## src/design/cdajd_pkg.sv

```systemverilog
package cdajd_pkg;

    localparam int NUM_W    = 57;
    localparam int JD_W     = 23;
    localparam int NUMOUT_W = 40;
    localparam int DEN_W    = 18;

    typedef enum logic [4:0] {
        S_IDLE,
        S_JD1,
        S_JD2,
        S_SPLIT,
        S_GINIT,
        S_GTEST,
        S_GWAIT,
        S_QN,
        S_QNWAIT,
        S_QD,
        S_QDWAIT,
        S_T2A,
        S_T2B,
        S_T3A,
        S_T3B,
        S_OUT
    } state_t;

    typedef enum logic [4:0] {
        OP_NONE,
        OP_LOAD,
        OP_JD1,
        OP_JD2,
        OP_DATE,
        OP_T1,
        OP_T2A,
        OP_T2B,
        OP_T3A,
        OP_T3B,
        OP_GINIT,
        OP_GDIV,
        OP_GSTEP,
        OP_QN,
        OP_QNTAKE,
        OP_QD,
        OP_QDTAKE,
        OP_OUT
    } op_t;

    typedef struct packed {
        op_t op;
    } cmd_t;

    typedef struct packed {
        logic mode;
        logic a_zero;
        logic div_done;
        logic out_busy;
    } status_t;

    // floor(30.6001 * (m + 1)) for the shifted month
    function automatic logic [8:0] month_term(input logic [3:0] m);
        logic [8:0] t;
        begin
            case (m)
                4'd3:    t = 9'd122;
                4'd4:    t = 9'd153;
                4'd5:    t = 9'd183;
                4'd6:    t = 9'd214;
                4'd7:    t = 9'd244;
                4'd8:    t = 9'd275;
                4'd9:    t = 9'd306;
                4'd10:   t = 9'd336;
                4'd11:   t = 9'd367;
                4'd12:   t = 9'd397;
                4'd13:   t = 9'd428;
                4'd14:   t = 9'd459;
                4'd15:   t = 9'd489;
                default: t = 9'd0;
            endcase
            return t;
        end
    endfunction

endpackage

```

## src/design/cdajd_in_if.sv

```systemverilog
interface cdajd_in_if;
    logic        valid;
    logic        ready;
    logic        mode;
    logic [13:0] year;
    logic [3:0]  month;
    logic [4:0]  day;
    logic [4:0]  hour;
    logic [5:0]  minute;
    logic [5:0]  second;

    modport source(output valid, mode, year, month, day, hour, minute, second, input ready);
    modport sink(input valid, mode, year, month, day, hour, minute, second, output ready);
endinterface

```

## src/design/cdajd_out_if.sv

```systemverilog
interface cdajd_out_if;
    logic        valid;
    logic        ready;
    logic [22:0] julian_day;
    logic [39:0] ajd_numerator;
    logic [17:0] ajd_denominator;

    modport source(output valid, julian_day, ajd_numerator, ajd_denominator, input ready);
    modport sink(input valid, julian_day, ajd_numerator, ajd_denominator, output ready);
endinterface

```

## src/design/cdajd_div.sv

```systemverilog
module cdajd_div #(
    parameter int WIDTH = cdajd_pkg::NUM_W
) (
    input  logic             clk,
    input  logic             rst_n,
    input  logic             start,
    input  logic [WIDTH-1:0] dividend,
    input  logic [WIDTH-1:0] divisor,
    output logic             done,
    output logic [WIDTH-1:0] quotient,
    output logic [WIDTH-1:0] remainder
);

    localparam int CNT_W = $clog2(WIDTH);

    logic             busy_reg, busy_next;
    logic             done_reg, done_next;
    logic [CNT_W-1:0] cnt_reg, cnt_next;
    logic [WIDTH-1:0] quo_reg, quo_next;
    logic [WIDTH-1:0] rem_reg, rem_next;
    logic [WIDTH-1:0] dvsr_reg, dvsr_next;
    logic [WIDTH:0]   shifted;
    logic [WIDTH:0]   diff;

    assign shifted = {rem_reg, quo_reg[WIDTH-1]};
    assign diff    = shifted - {1'b0, dvsr_reg};

    always_comb
    begin
        busy_next = busy_reg;
        done_next = done_reg;
        cnt_next  = cnt_reg;
        quo_next  = quo_reg;
        rem_next  = rem_reg;
        dvsr_next = dvsr_reg;
        if (start)
        begin
            busy_next = 1'b1;
            done_next = 1'b0;
            cnt_next  = CNT_W'(WIDTH - 1);
            quo_next  = dividend;
            rem_next  = '0;
            dvsr_next = divisor;
        end
        else if (busy_reg)
        begin
            if (!diff[WIDTH])
            begin
                rem_next = diff[WIDTH-1:0];
                quo_next = {quo_reg[WIDTH-2:0], 1'b1};
            end
            else
            begin
                rem_next = shifted[WIDTH-1:0];
                quo_next = {quo_reg[WIDTH-2:0], 1'b0};
            end
            if (cnt_reg == '0)
            begin
                busy_next = 1'b0;
                done_next = 1'b1;
            end
            else
            begin
                cnt_next = cnt_reg - CNT_W'(1);
            end
        end
    end

    always_ff @(posedge clk or negedge rst_n)
    begin
        if (!rst_n)
        begin
            busy_reg <= 1'b0;
            done_reg <= 1'b0;
            cnt_reg  <= '0;
        end
        else
        begin
            busy_reg <= busy_next;
            done_reg <= done_next;
            cnt_reg  <= cnt_next;
        end
    end

    always_ff @(posedge clk)
    begin
        quo_reg  <= quo_next;
        rem_reg  <= rem_next;
        dvsr_reg <= dvsr_next;
    end

    assign done      = done_reg;
    assign quotient  = quo_reg;
    assign remainder = rem_reg;

endmodule

```

## src/design/cdajd_datapath.sv

```systemverilog
module cdajd_datapath (
    input  logic                clk,
    input  logic                rst_n,
    input  cdajd_pkg::cmd_t     cmd,
    output cdajd_pkg::status_t  status,
    input  logic                mode,
    input  logic [13:0]         year,
    input  logic [3:0]          month,
    input  logic [4:0]          day,
    input  logic [4:0]          hour,
    input  logic [5:0]          minute,
    input  logic [5:0]          second,
    input  logic                out_ready,
    output logic                out_valid,
    output logic [22:0]         julian_day,
    output logic [39:0]         ajd_numerator,
    output logic [17:0]         ajd_denominator
);

    localparam int W = cdajd_pkg::NUM_W;

    logic        mode_reg, mode_next;
    logic [13:0] year_reg, year_next;
    logic [3:0]  month_reg, month_next;
    logic [4:0]  day_reg, day_next;
    logic [4:0]  hour_reg, hour_next;
    logic [5:0]  minute_reg, minute_next;
    logic [5:0]  second_reg, second_next;
    logic [25:0] yprod_reg, yprod_next;
    logic [7:0]  cent_reg, cent_next;
    logic [8:0]  mterm_reg, mterm_next;
    logic [22:0] jd_reg, jd_next;
    logic [W-1:0] num_reg, num_next;
    logic [W-1:0] den_reg, den_next;
    logic [W-1:0] a_reg, a_next;
    logic [W-1:0] b_reg, b_next;
    logic [W-1:0] tmp_reg, tmp_next;
    logic [W-1:0] tmp2_reg, tmp2_next;
    logic        out_valid_reg, out_valid_next;
    logic [22:0] res_jd_reg, res_jd_next;
    logic [39:0] res_num_reg, res_num_next;
    logic [17:0] res_den_reg, res_den_next;

    logic         early;
    logic [13:0]  yadj;
    logic [14:0]  yplus;
    logic [3:0]   madj;
    logic [27:0]  cent_prod;
    logic [25:0]  jd_sum;
    logic [54:0]  jd_den_prod;
    logic         div_start;
    logic [W-1:0] div_dividend;
    logic [W-1:0] div_divisor;
    logic         div_done;
    logic [W-1:0] div_quo;
    logic [W-1:0] div_rem;

    cdajd_div #(
        .WIDTH(W)
    ) u_div (
        .clk      (clk),
        .rst_n    (rst_n),
        .start    (div_start),
        .dividend (div_dividend),
        .divisor  (div_divisor),
        .done     (div_done),
        .quotient (div_quo),
        .remainder(div_rem)
    );

    // january and february belong to the previous year
    assign early     = (month_reg <= 4'd2);
    assign yadj      = year_reg - 14'(early);
    assign yplus     = 15'(year_reg) + 15'd4716 - 15'(early);
    assign madj      = early ? month_reg + 4'd12 : month_reg;
    assign cent_prod = 28'(yadj) * 28'd5243;
    assign jd_sum    = 26'(yprod_reg >> 2) + 26'(mterm_reg) + 26'(day_reg) + 26'd2
                     + 26'(cent_reg >> 2) - 26'(cent_reg) - 26'd1524;
    assign jd_den_prod = jd_reg * den_reg[31:0];

    always_comb
    begin
        div_start    = 1'b0;
        div_dividend = b_reg;
        div_divisor  = a_reg;
        case (cmd.op)
            cdajd_pkg::OP_GDIV:
            begin
                div_start = 1'b1;
            end
            cdajd_pkg::OP_QN:
            begin
                div_start    = 1'b1;
                div_dividend = num_reg;
                div_divisor  = b_reg;
            end
            cdajd_pkg::OP_QD:
            begin
                div_start    = 1'b1;
                div_dividend = den_reg;
                div_divisor  = b_reg;
            end
            default:
            begin
                div_start = 1'b0;
            end
        endcase
    end

    always_comb
    begin
        mode_next   = mode_reg;
        year_next   = year_reg;
        month_next  = month_reg;
        day_next    = day_reg;
        hour_next   = hour_reg;
        minute_next = minute_reg;
        second_next = second_reg;
        yprod_next  = yprod_reg;
        cent_next   = cent_reg;
        mterm_next  = mterm_reg;
        jd_next     = jd_reg;
        num_next    = num_reg;
        den_next    = den_reg;
        a_next      = a_reg;
        b_next      = b_reg;
        tmp_next    = tmp_reg;
        tmp2_next   = tmp2_reg;
        res_jd_next  = res_jd_reg;
        res_num_next = res_num_reg;
        res_den_next = res_den_reg;
        out_valid_next = out_valid_reg && !out_ready;
        case (cmd.op)
            cdajd_pkg::OP_LOAD:
            begin
                mode_next   = mode;
                year_next   = year;
                month_next  = month;
                day_next    = day;
                hour_next   = hour;
                minute_next = minute;
                second_next = second;
            end
            cdajd_pkg::OP_JD1:
            begin
                yprod_next = 26'(yplus) * 26'd1461;
                cent_next  = (early && year_reg == 14'd0) ? 8'd0 : cent_prod[26:19];
                mterm_next = cdajd_pkg::month_term(madj);
            end
            cdajd_pkg::OP_JD2:
            begin
                jd_next = jd_sum[22:0];
            end
            cdajd_pkg::OP_DATE:
            begin
                num_next = W'({jd_reg, 1'b0}) - W'(1);
                den_next = W'(2);
            end
            cdajd_pkg::OP_T1:
            begin
                num_next = W'(hour_reg) * W'(1440) + W'(minute_reg) * W'(24);
                den_next = W'(34560);
            end
            cdajd_pkg::OP_T2A:
            begin
                tmp_next  = W'(34'(num_reg[15:0]) * 34'd86400);
                tmp2_next = W'(22'(second_reg) * 22'(den_reg[15:0]));
                den_next  = W'(34'(den_reg[15:0]) * 34'd86400);
            end
            cdajd_pkg::OP_T2B:
            begin
                num_next = tmp_reg + tmp2_reg;
            end
            cdajd_pkg::OP_T3A:
            begin
                tmp_next = W'(jd_den_prod);
            end
            cdajd_pkg::OP_T3B:
            begin
                num_next = {tmp_reg[W-2:0], 1'b0} + {num_reg[W-2:0], 1'b0} - den_reg;
                den_next = {den_reg[W-2:0], 1'b0};
            end
            cdajd_pkg::OP_GINIT:
            begin
                a_next = num_reg;
                b_next = den_reg;
            end
            cdajd_pkg::OP_GSTEP:
            begin
                a_next = div_rem;
                b_next = a_reg;
            end
            cdajd_pkg::OP_QNTAKE:
            begin
                num_next = div_quo;
            end
            cdajd_pkg::OP_QDTAKE:
            begin
                den_next = div_quo;
            end
            cdajd_pkg::OP_OUT:
            begin
                res_jd_next    = jd_reg;
                res_num_next   = num_reg[39:0];
                res_den_next   = den_reg[17:0];
                out_valid_next = 1'b1;
            end
            default:
            begin
                mode_next = mode_reg;
            end
        endcase
    end

    always_ff @(posedge clk or negedge rst_n)
    begin
        if (!rst_n)
        begin
            out_valid_reg <= 1'b0;
        end
        else
        begin
            out_valid_reg <= out_valid_next;
        end
    end

    always_ff @(posedge clk)
    begin
        mode_reg    <= mode_next;
        year_reg    <= year_next;
        month_reg   <= month_next;
        day_reg     <= day_next;
        hour_reg    <= hour_next;
        minute_reg  <= minute_next;
        second_reg  <= second_next;
        yprod_reg   <= yprod_next;
        cent_reg    <= cent_next;
        mterm_reg   <= mterm_next;
        jd_reg      <= jd_next;
        num_reg     <= num_next;
        den_reg     <= den_next;
        a_reg       <= a_next;
        b_reg       <= b_next;
        tmp_reg     <= tmp_next;
        tmp2_reg    <= tmp2_next;
        res_jd_reg  <= res_jd_next;
        res_num_reg <= res_num_next;
        res_den_reg <= res_den_next;
    end

    assign status.mode     = mode_reg;
    assign status.a_zero   = (a_reg == '0);
    assign status.div_done = div_done;
    assign status.out_busy = out_valid_reg && !out_ready;

    assign out_valid       = out_valid_reg;
    assign julian_day      = res_jd_reg;
    assign ajd_numerator   = res_num_reg;
    assign ajd_denominator = res_den_reg;

endmodule

```

## src/design/cdajd_ctrl.sv

```systemverilog
module cdajd_ctrl (
    input  logic                clk,
    input  logic                rst_n,
    input  logic                in_valid,
    output logic                in_ready,
    input  cdajd_pkg::status_t  status,
    output cdajd_pkg::cmd_t     cmd
);

    cdajd_pkg::state_t state_reg, state_next;
    logic [1:0]        stage_reg, stage_next;

    always_comb
    begin
        state_next = state_reg;
        stage_next = stage_reg;
        case (state_reg)
            cdajd_pkg::S_IDLE:
            begin
                if (in_valid)
                begin
                    state_next = cdajd_pkg::S_JD1;
                end
            end
            cdajd_pkg::S_JD1:
            begin
                state_next = cdajd_pkg::S_JD2;
            end
            cdajd_pkg::S_JD2:
            begin
                state_next = cdajd_pkg::S_SPLIT;
            end
            cdajd_pkg::S_SPLIT:
            begin
                stage_next = 2'd0;
                state_next = status.mode ? cdajd_pkg::S_GINIT : cdajd_pkg::S_OUT;
            end
            cdajd_pkg::S_GINIT:
            begin
                state_next = cdajd_pkg::S_GTEST;
            end
            cdajd_pkg::S_GTEST:
            begin
                state_next = status.a_zero ? cdajd_pkg::S_QN : cdajd_pkg::S_GWAIT;
            end
            cdajd_pkg::S_GWAIT:
            begin
                if (status.div_done)
                begin
                    state_next = cdajd_pkg::S_GTEST;
                end
            end
            cdajd_pkg::S_QN:
            begin
                state_next = cdajd_pkg::S_QNWAIT;
            end
            cdajd_pkg::S_QNWAIT:
            begin
                if (status.div_done)
                begin
                    state_next = cdajd_pkg::S_QD;
                end
            end
            cdajd_pkg::S_QD:
            begin
                state_next = cdajd_pkg::S_QDWAIT;
            end
            cdajd_pkg::S_QDWAIT:
            begin
                if (status.div_done)
                begin
                    case (stage_reg)
                        2'd0:    state_next = cdajd_pkg::S_T2A;
                        2'd1:    state_next = cdajd_pkg::S_T3A;
                        default: state_next = cdajd_pkg::S_OUT;
                    endcase
                end
            end
            cdajd_pkg::S_T2A:
            begin
                state_next = cdajd_pkg::S_T2B;
            end
            cdajd_pkg::S_T2B:
            begin
                stage_next = 2'd1;
                state_next = cdajd_pkg::S_GINIT;
            end
            cdajd_pkg::S_T3A:
            begin
                state_next = cdajd_pkg::S_T3B;
            end
            cdajd_pkg::S_T3B:
            begin
                stage_next = 2'd2;
                state_next = cdajd_pkg::S_GINIT;
            end
            cdajd_pkg::S_OUT:
            begin
                if (!status.out_busy)
                begin
                    state_next = cdajd_pkg::S_IDLE;
                end
            end
            default:
            begin
                state_next = cdajd_pkg::S_IDLE;
            end
        endcase
    end

    always_comb
    begin
        cmd.op   = cdajd_pkg::OP_NONE;
        in_ready = 1'b0;
        case (state_reg)
            cdajd_pkg::S_IDLE:
            begin
                in_ready = 1'b1;
                if (in_valid)
                begin
                    cmd.op = cdajd_pkg::OP_LOAD;
                end
            end
            cdajd_pkg::S_JD1:    cmd.op = cdajd_pkg::OP_JD1;
            cdajd_pkg::S_JD2:    cmd.op = cdajd_pkg::OP_JD2;
            cdajd_pkg::S_SPLIT:  cmd.op = status.mode ? cdajd_pkg::OP_T1 : cdajd_pkg::OP_DATE;
            cdajd_pkg::S_GINIT:  cmd.op = cdajd_pkg::OP_GINIT;
            cdajd_pkg::S_GTEST:
            begin
                if (!status.a_zero)
                begin
                    cmd.op = cdajd_pkg::OP_GDIV;
                end
            end
            cdajd_pkg::S_GWAIT:
            begin
                if (status.div_done)
                begin
                    cmd.op = cdajd_pkg::OP_GSTEP;
                end
            end
            cdajd_pkg::S_QN:     cmd.op = cdajd_pkg::OP_QN;
            cdajd_pkg::S_QNWAIT:
            begin
                if (status.div_done)
                begin
                    cmd.op = cdajd_pkg::OP_QNTAKE;
                end
            end
            cdajd_pkg::S_QD:     cmd.op = cdajd_pkg::OP_QD;
            cdajd_pkg::S_QDWAIT:
            begin
                if (status.div_done)
                begin
                    cmd.op = cdajd_pkg::OP_QDTAKE;
                end
            end
            cdajd_pkg::S_T2A:    cmd.op = cdajd_pkg::OP_T2A;
            cdajd_pkg::S_T2B:    cmd.op = cdajd_pkg::OP_T2B;
            cdajd_pkg::S_T3A:    cmd.op = cdajd_pkg::OP_T3A;
            cdajd_pkg::S_T3B:    cmd.op = cdajd_pkg::OP_T3B;
            cdajd_pkg::S_OUT:
            begin
                if (!status.out_busy)
                begin
                    cmd.op = cdajd_pkg::OP_OUT;
                end
            end
            default:
            begin
                cmd.op = cdajd_pkg::OP_NONE;
            end
        endcase
    end

    always_ff @(posedge clk or negedge rst_n)
    begin
        if (!rst_n)
        begin
            state_reg <= cdajd_pkg::S_IDLE;
            stage_reg <= 2'd0;
        end
        else
        begin
            state_reg <= state_next;
            stage_reg <= stage_next;
        end
    end

endmodule

```

## src/design/civil_datetime_to_ajd_fraction.sv

```systemverilog
// date mode: the states IDLE (load), JD1, JD2, SPLIT and OUT lead from transaction to result register
// datetime mode: the euclid steps run on the shared 57-bit
// restoring divider that serves every modulo and every division by the gcd
// throughput: one transaction at a time; the next is taken once the result is registered
// reset: asynchronous active-low rst_n clears the controller, divider and output valid
module civil_datetime_to_ajd_fraction (
    input  logic        clk,
    input  logic        rst_n,
    cdajd_in_if.sink    item,
    cdajd_out_if.source result
);

    cdajd_pkg::cmd_t    cmd;
    cdajd_pkg::status_t status;
    logic               ready;

    cdajd_ctrl u_ctrl (
        .clk     (clk),
        .rst_n   (rst_n),
        .in_valid(item.valid),
        .in_ready(ready),
        .status  (status),
        .cmd     (cmd)
    );

    cdajd_datapath u_datapath (
        .clk            (clk),
        .rst_n          (rst_n),
        .cmd            (cmd),
        .status         (status),
        .mode           (item.mode),
        .year           (item.year),
        .month          (item.month),
        .day            (item.day),
        .hour           (item.hour),
        .minute         (item.minute),
        .second         (item.second),
        .out_ready      (result.ready),
        .out_valid      (result.valid),
        .julian_day     (result.julian_day),
        .ajd_numerator  (result.ajd_numerator),
        .ajd_denominator(result.ajd_denominator)
    );

    assign item.ready = ready;

endmodule

```

## src/flat_wrapper.sv

```systemverilog
// flat-port wrapper written by rule: the top's interface ports become plain ports
module civil_datetime_to_ajd_fraction_flat 
  (clk, rst_n, item_valid, item_mode, item_year, item_month, item_day, item_hour, item_minute, item_second, item_ready, result_valid, result_julian_day, result_ajd_numerator, result_ajd_denominator, result_ready);
  cdajd_in_if item_i ();
  cdajd_out_if result_i ();
  input  logic clk;
  input  logic rst_n;
  input wire logic [$bits(item_i.valid)-1:0] item_valid;
  input wire logic [$bits(item_i.mode)-1:0] item_mode;
  input wire logic [$bits(item_i.year)-1:0] item_year;
  input wire logic [$bits(item_i.month)-1:0] item_month;
  input wire logic [$bits(item_i.day)-1:0] item_day;
  input wire logic [$bits(item_i.hour)-1:0] item_hour;
  input wire logic [$bits(item_i.minute)-1:0] item_minute;
  input wire logic [$bits(item_i.second)-1:0] item_second;
  output wire logic [$bits(item_i.ready)-1:0] item_ready;
  output wire logic [$bits(result_i.valid)-1:0] result_valid;
  output wire logic [$bits(result_i.julian_day)-1:0] result_julian_day;
  output wire logic [$bits(result_i.ajd_numerator)-1:0] result_ajd_numerator;
  output wire logic [$bits(result_i.ajd_denominator)-1:0] result_ajd_denominator;
  input wire logic [$bits(result_i.ready)-1:0] result_ready;
  assign item_i.valid = item_valid;
  assign item_i.mode = item_mode;
  assign item_i.year = item_year;
  assign item_i.month = item_month;
  assign item_i.day = item_day;
  assign item_i.hour = item_hour;
  assign item_i.minute = item_minute;
  assign item_i.second = item_second;
  assign item_ready = item_i.ready;
  assign result_valid = result_i.valid;
  assign result_julian_day = result_i.julian_day;
  assign result_ajd_numerator = result_i.ajd_numerator;
  assign result_ajd_denominator = result_i.ajd_denominator;
  assign result_i.ready = result_ready;
  civil_datetime_to_ajd_fraction u_core (.clk(clk), .rst_n(rst_n), .item(item_i), .result(result_i));
endmodule
```

## config.mk

```make
export PLATFORM = sky130hd
export DESIGN_NAME = civil_datetime_to_ajd_fraction_flat
export DESIGN_NICKNAME = d
export VERILOG_FILES = /design/src/design/cdajd_pkg.sv /design/src/design/cdajd_in_if.sv /design/src/design/cdajd_out_if.sv /design/src/design/cdajd_div.sv /design/src/design/cdajd_datapath.sv /design/src/design/cdajd_ctrl.sv /design/src/design/civil_datetime_to_ajd_fraction.sv /design/src/flat_wrapper.sv
export SDC_FILE = /design/constraint.sdc
export NUM_CORES = 2
export LEC_CHECK = 0
export BUFFER_PORTS_ARGS = -buffer_cell sky130_fd_sc_hd__buf_2
export CORE_UTILIZATION = 60
export CTS_BUF_LIST = sky130_fd_sc_hd__clkbuf_4 sky130_fd_sc_hd__clkbuf_8 sky130_fd_sc_hd__clkbuf_16
export DETAILED_ROUTE_END_ITERATION = 12
export PLACE_DENSITY_LB_ADDON = 0.12
export SYNTH_ARGS = -nofsm -noshare
export SYNTH_HDL_FRONTEND = slang
export SYNTH_SLANG_ARGS = --single-unit
```

## constraint.sdc

```tcl
create_clock -name clk -period 9.5 [get_ports clk]
set_input_delay 0.475 -clock clk [delete_from_list [all_inputs] [get_ports clk]]
set_output_delay 0.475 -clock clk [all_outputs]
set_load 0.05 [all_outputs]
```

==> reports/summary.txt <==
Register area: 19660 sq um
R2r setup slk: 0.81 ns
WL per Instance: 22.67 microns
Synth Warn #: 0
Routed vias/inst: 5.957
Synth area leader: fa_1
Tcrit/Tclk final: 91.47%
Worst reg2reg endpoint: u_core.u_datapath.tmp_reg[52]$_SDFFCE_PN0P_
Area grow syn2layout: 7.127%
Initial Utilization: 60.71%
Synth Instances: 8178
Hold Crit Class: input port to flop
Fraction of layout cells with a size suffix above 1: 6.634%
M2 GR Usage: 54.42%
Async set-reset flop share out of synthesis: 2.219%
Unrepaired setup endpoints after global routing: false
Distinct cells, synth: 88
Die W: 364.7 microns
Grt met1 use: 48.56%
Worst Path Arrival: 9.11 ns
Slew @ Worst Pin: 1.292 ns
Xor/xnor share of the synthesized area: 4.162%
Vias post-DR: 59520
Max stage delay on crit path: 0.83 ns
Worst Setup SP: u_core.u_datapath.jd_reg[8]$_DFFE_PN_
Post-synthesis adder-cell area fraction: 36.67%
Largest cells by area after synthesis: fa_1, edfxtp_1, ha_1
Gr busiest metal: met2
DRT Pass-1 Iters: 8
Largest family of logic cells by synthesized area: adder cells
Skew-Pair Late Insertion Delay: 0.73 ns
Critical path depth: 27
Yosys reg bits: 676
Sequential fraction of the synthesis area: 24.91%
Num rows: 132
FMAX: 115.1 MHz
Min-delay src: result_ready
Simple-Gate Fraction of Synth Area: 11.45%
Buffers on Ports: 127
Area occupied by multi-input gates: 52010 sq um
Overall Global Routing Usage: 34.89%
CTS resizes: 0
CP Data Required Time: 9.92 ns
Htree depth: 3
Setup TNS Final: 0 ns
Nets@finish: 9968
Clk pin slew, worst setup/hold paths: 0.06 ns
Placer Congestion: 0.9781
Clk sinks: 676
Compound-Gate Fraction of Synth Area: 11.27%
Max FO, Critical Path: 21
Final antenna-violating net count: 0
Mapped Area: 78910 sq um
First-pass GRT wire length: 353500 microns
DRT iter0 DRCs: 5839
Fin. Hold Viols: 0
Minimum clock period: 8.690 ns
Die Y: 364.7 microns
Mapped Avg Cell Area: 9.650 sq um
Outcome: finished, final reports clean
Global Route met3 Usage: 7.678%
Max_slew headroom: 13.05%
Reg-to-Reg Start: u_core.u_datapath.jd_reg[8]$_DFFE_PN_
Clock buffer count from CTS: 81
Die area: 133000 sq um
CTS tree: yes
Initial antenna violation count: 7
R2R cell count: 27
Vias in the first global route: 60720
GRT Residual Overflow: 0
Max-slew violation count: 0
Final Skew: 0.07947 ns
Crit end category: flop
Bufs and invs on worst path: 6
Drt drc: 0
CP Capture Point: u_core.u_datapath.tmp_reg[52]$_SDFFCE_PN0P_
Routed wire length: 226600 microns
Clock Root Buffer: clkbuf_16
CP most frequent cell: fa_1
Count of final setup violators: 0
Max cap viols: 0
Top-area cell type share of the netlist area: 24.05%
Largest net degree at the start of global routing: 182
Io pins: 128
WS Path Type: flop to flop
CTS max path bufs: 3
Mux cell area share after synthesis: 2.198%
Post-synth EDFFs: 604
Syn_nets: 9967
Final HPWL DP: 177900 microns
Cell family with most CP delay: adder cells
Setup crit start kind: flop
Most used DFF post-synth: edfxtp_1
Fillers: 10660
CP max-delay cell: edfxtp_1
Core Area: 130000 sq um
==> tightest hold or removal path: cells and delay by family <==
family,cells,cell delay [ns]
and+or+nand+nor,3,0.26
buffers and inverters,1,0.08
==> layer usage <==
layer  wire [microns]  vias to the layer above  share of wire, %
met5               37                        -             0.016
met4             7528                        6               3.3
met3            22170                      405               9.8
met1            95430                    29680                42
li1                 -                    26770                 -
met2           101400                     2666                45
==> layout by cell type, fill, tap and decap left out, types with 14 or more instances in the layout <==
master	count
o31ai_1	19
or3_1	16
nand4_1	47
nand2b_1	40
clkbuf_16	82
nor2b_1	53
xor2_1	131
a222oi_1	14
clkbuf_4	15
and2_1	364
nand3_1	81
buf_2	127
a21oi_1	390
o211ai_1	25
dfrtp_1	14
o21a_1	32
nand2_1	759
o21bai_1	49
nor2_1	332
dlygate4sd3_1	42
a221oi_1	40
a22oi_1	80
a22o_1	31
a21o_1	149
buf_4	117
edfxtp_1	604
mux2i_1	54
o21ai_0	350
dfxtp_1	57
a211oi_1	68
and3_1	31
ha_1	796
nor4_1	27
inv_1	1561
nor3_1	65
xnor2_1	243
mux2_2	106
fa_1	948
a31oi_1	32
==> cell type report <==
cell class | instances | area share (%)
Sequential cell | 676 | 23.25
Tap cell | 1742 | 2.578
Clock buffer | 101 | 2.626
Inverter | 1563 | 6.946
Multi-Input combinational cell | 5570 | 61.52
Timing Repair Buffer | 287 | 2.312
Antenna cell | 4 | 0.01184
Clock inverter | 49 | 0.7593
==> logic make-up (layout without fill, tap and decap cells) <==
| logic type | count (synthesis) | in the layout |
|---|---|---|
| buf+inv | 1932 | 2000 |
| simple gates | 1893 | 1893 |
| fa+ha+maj | 1744 | 1744 |
| compound gates | 1398 | 1398 |
| flops | 676 | 676 |
| xor+xnor | 375 | 375 |
| mux | 160 | 160 |
| other cells | 0 | 4 |
==> stage by stage <==
stage | setup slack (ns) | std cells | cell area [sq um] | hold WS [ns] | utilization [%]
6_report | 0.8105 | 9992 | 84540 | 0.1193 | 65.04
5_1_grt | 0.3272 | 9988 | 84530 | 0.1285 | 65.03
4_1_cts | 0.8607 | 9988 | 84530 | 0.07634 | 65.03
3_5_place_dp | 0.9069 | 9796 | 81250 | 0.4090 | 62.51
3_3_place_gp | 1.091 | 9796 | 81250 | 0.4001 | 62.51
2_1_floorplan | 0.1941 | 8178 | 78910 | 0.1794 | -
==> worst min path at each step <==
| stage | end | depth (start not counted) |
|---|---|---|
| finish | u_core.u_ctrl.state_reg[0]$_DFFE_PN0P_ | 4 |
| global route | u_core.u_datapath.out_valid$_DFF_PN0_ | 3 |
| CTS | u_core.u_ctrl.state_reg[0]$_DFFE_PN0P_ | 4 |
| detailed placement | u_core.u_datapath.out_valid$_DFF_PN0_ | 1 |
| global placement | u_core.u_datapath.out_valid$_DFF_PN0_ | 1 |
| floorplan | u_core.u_ctrl.stage_reg[0]$_DFFE_PN0P_ | 0 |
==> synthesized netlist by cell type, types with 17 or more instances <==
cell type / number
nor3_1: 70
and2_1: 365
nor2b_1: 53
ha_1: 796
inv_1: 1561
a211oi_1: 68
edfxtp_1: 604
a21o_1: 149
mux2i_1: 54
nand2b_1: 40
or3_1: 17
o21a_1: 32
xnor2_1: 244
buf_4: 18
clkbuf_1: 318
buf_2: 19
nor4_1: 27
nor2_1: 340
dfxtp_1: 57
mux2_2: 106
a22oi_1: 80
fa_1: 948
o21bai_1: 49
xor2_1: 131
a31oi_1: 32
nand4_1: 47
and3_1: 32
nand3_1: 81
a221oi_1: 40
o31ai_1: 19
a22o_1: 31
a21oi_1: 390
nand2_1: 762
o211ai_1: 25
o21ai_0: 350
==> timing repair <==
action | CTS | global route
hold buffers | 42 | 0
endpoints found under the hold margin | 56 | 0
buffers inserted | 0 | 0
Power is not shown: default switching activity piles up to over one toggle a cycle in this logic, so the estimate is an artifact.
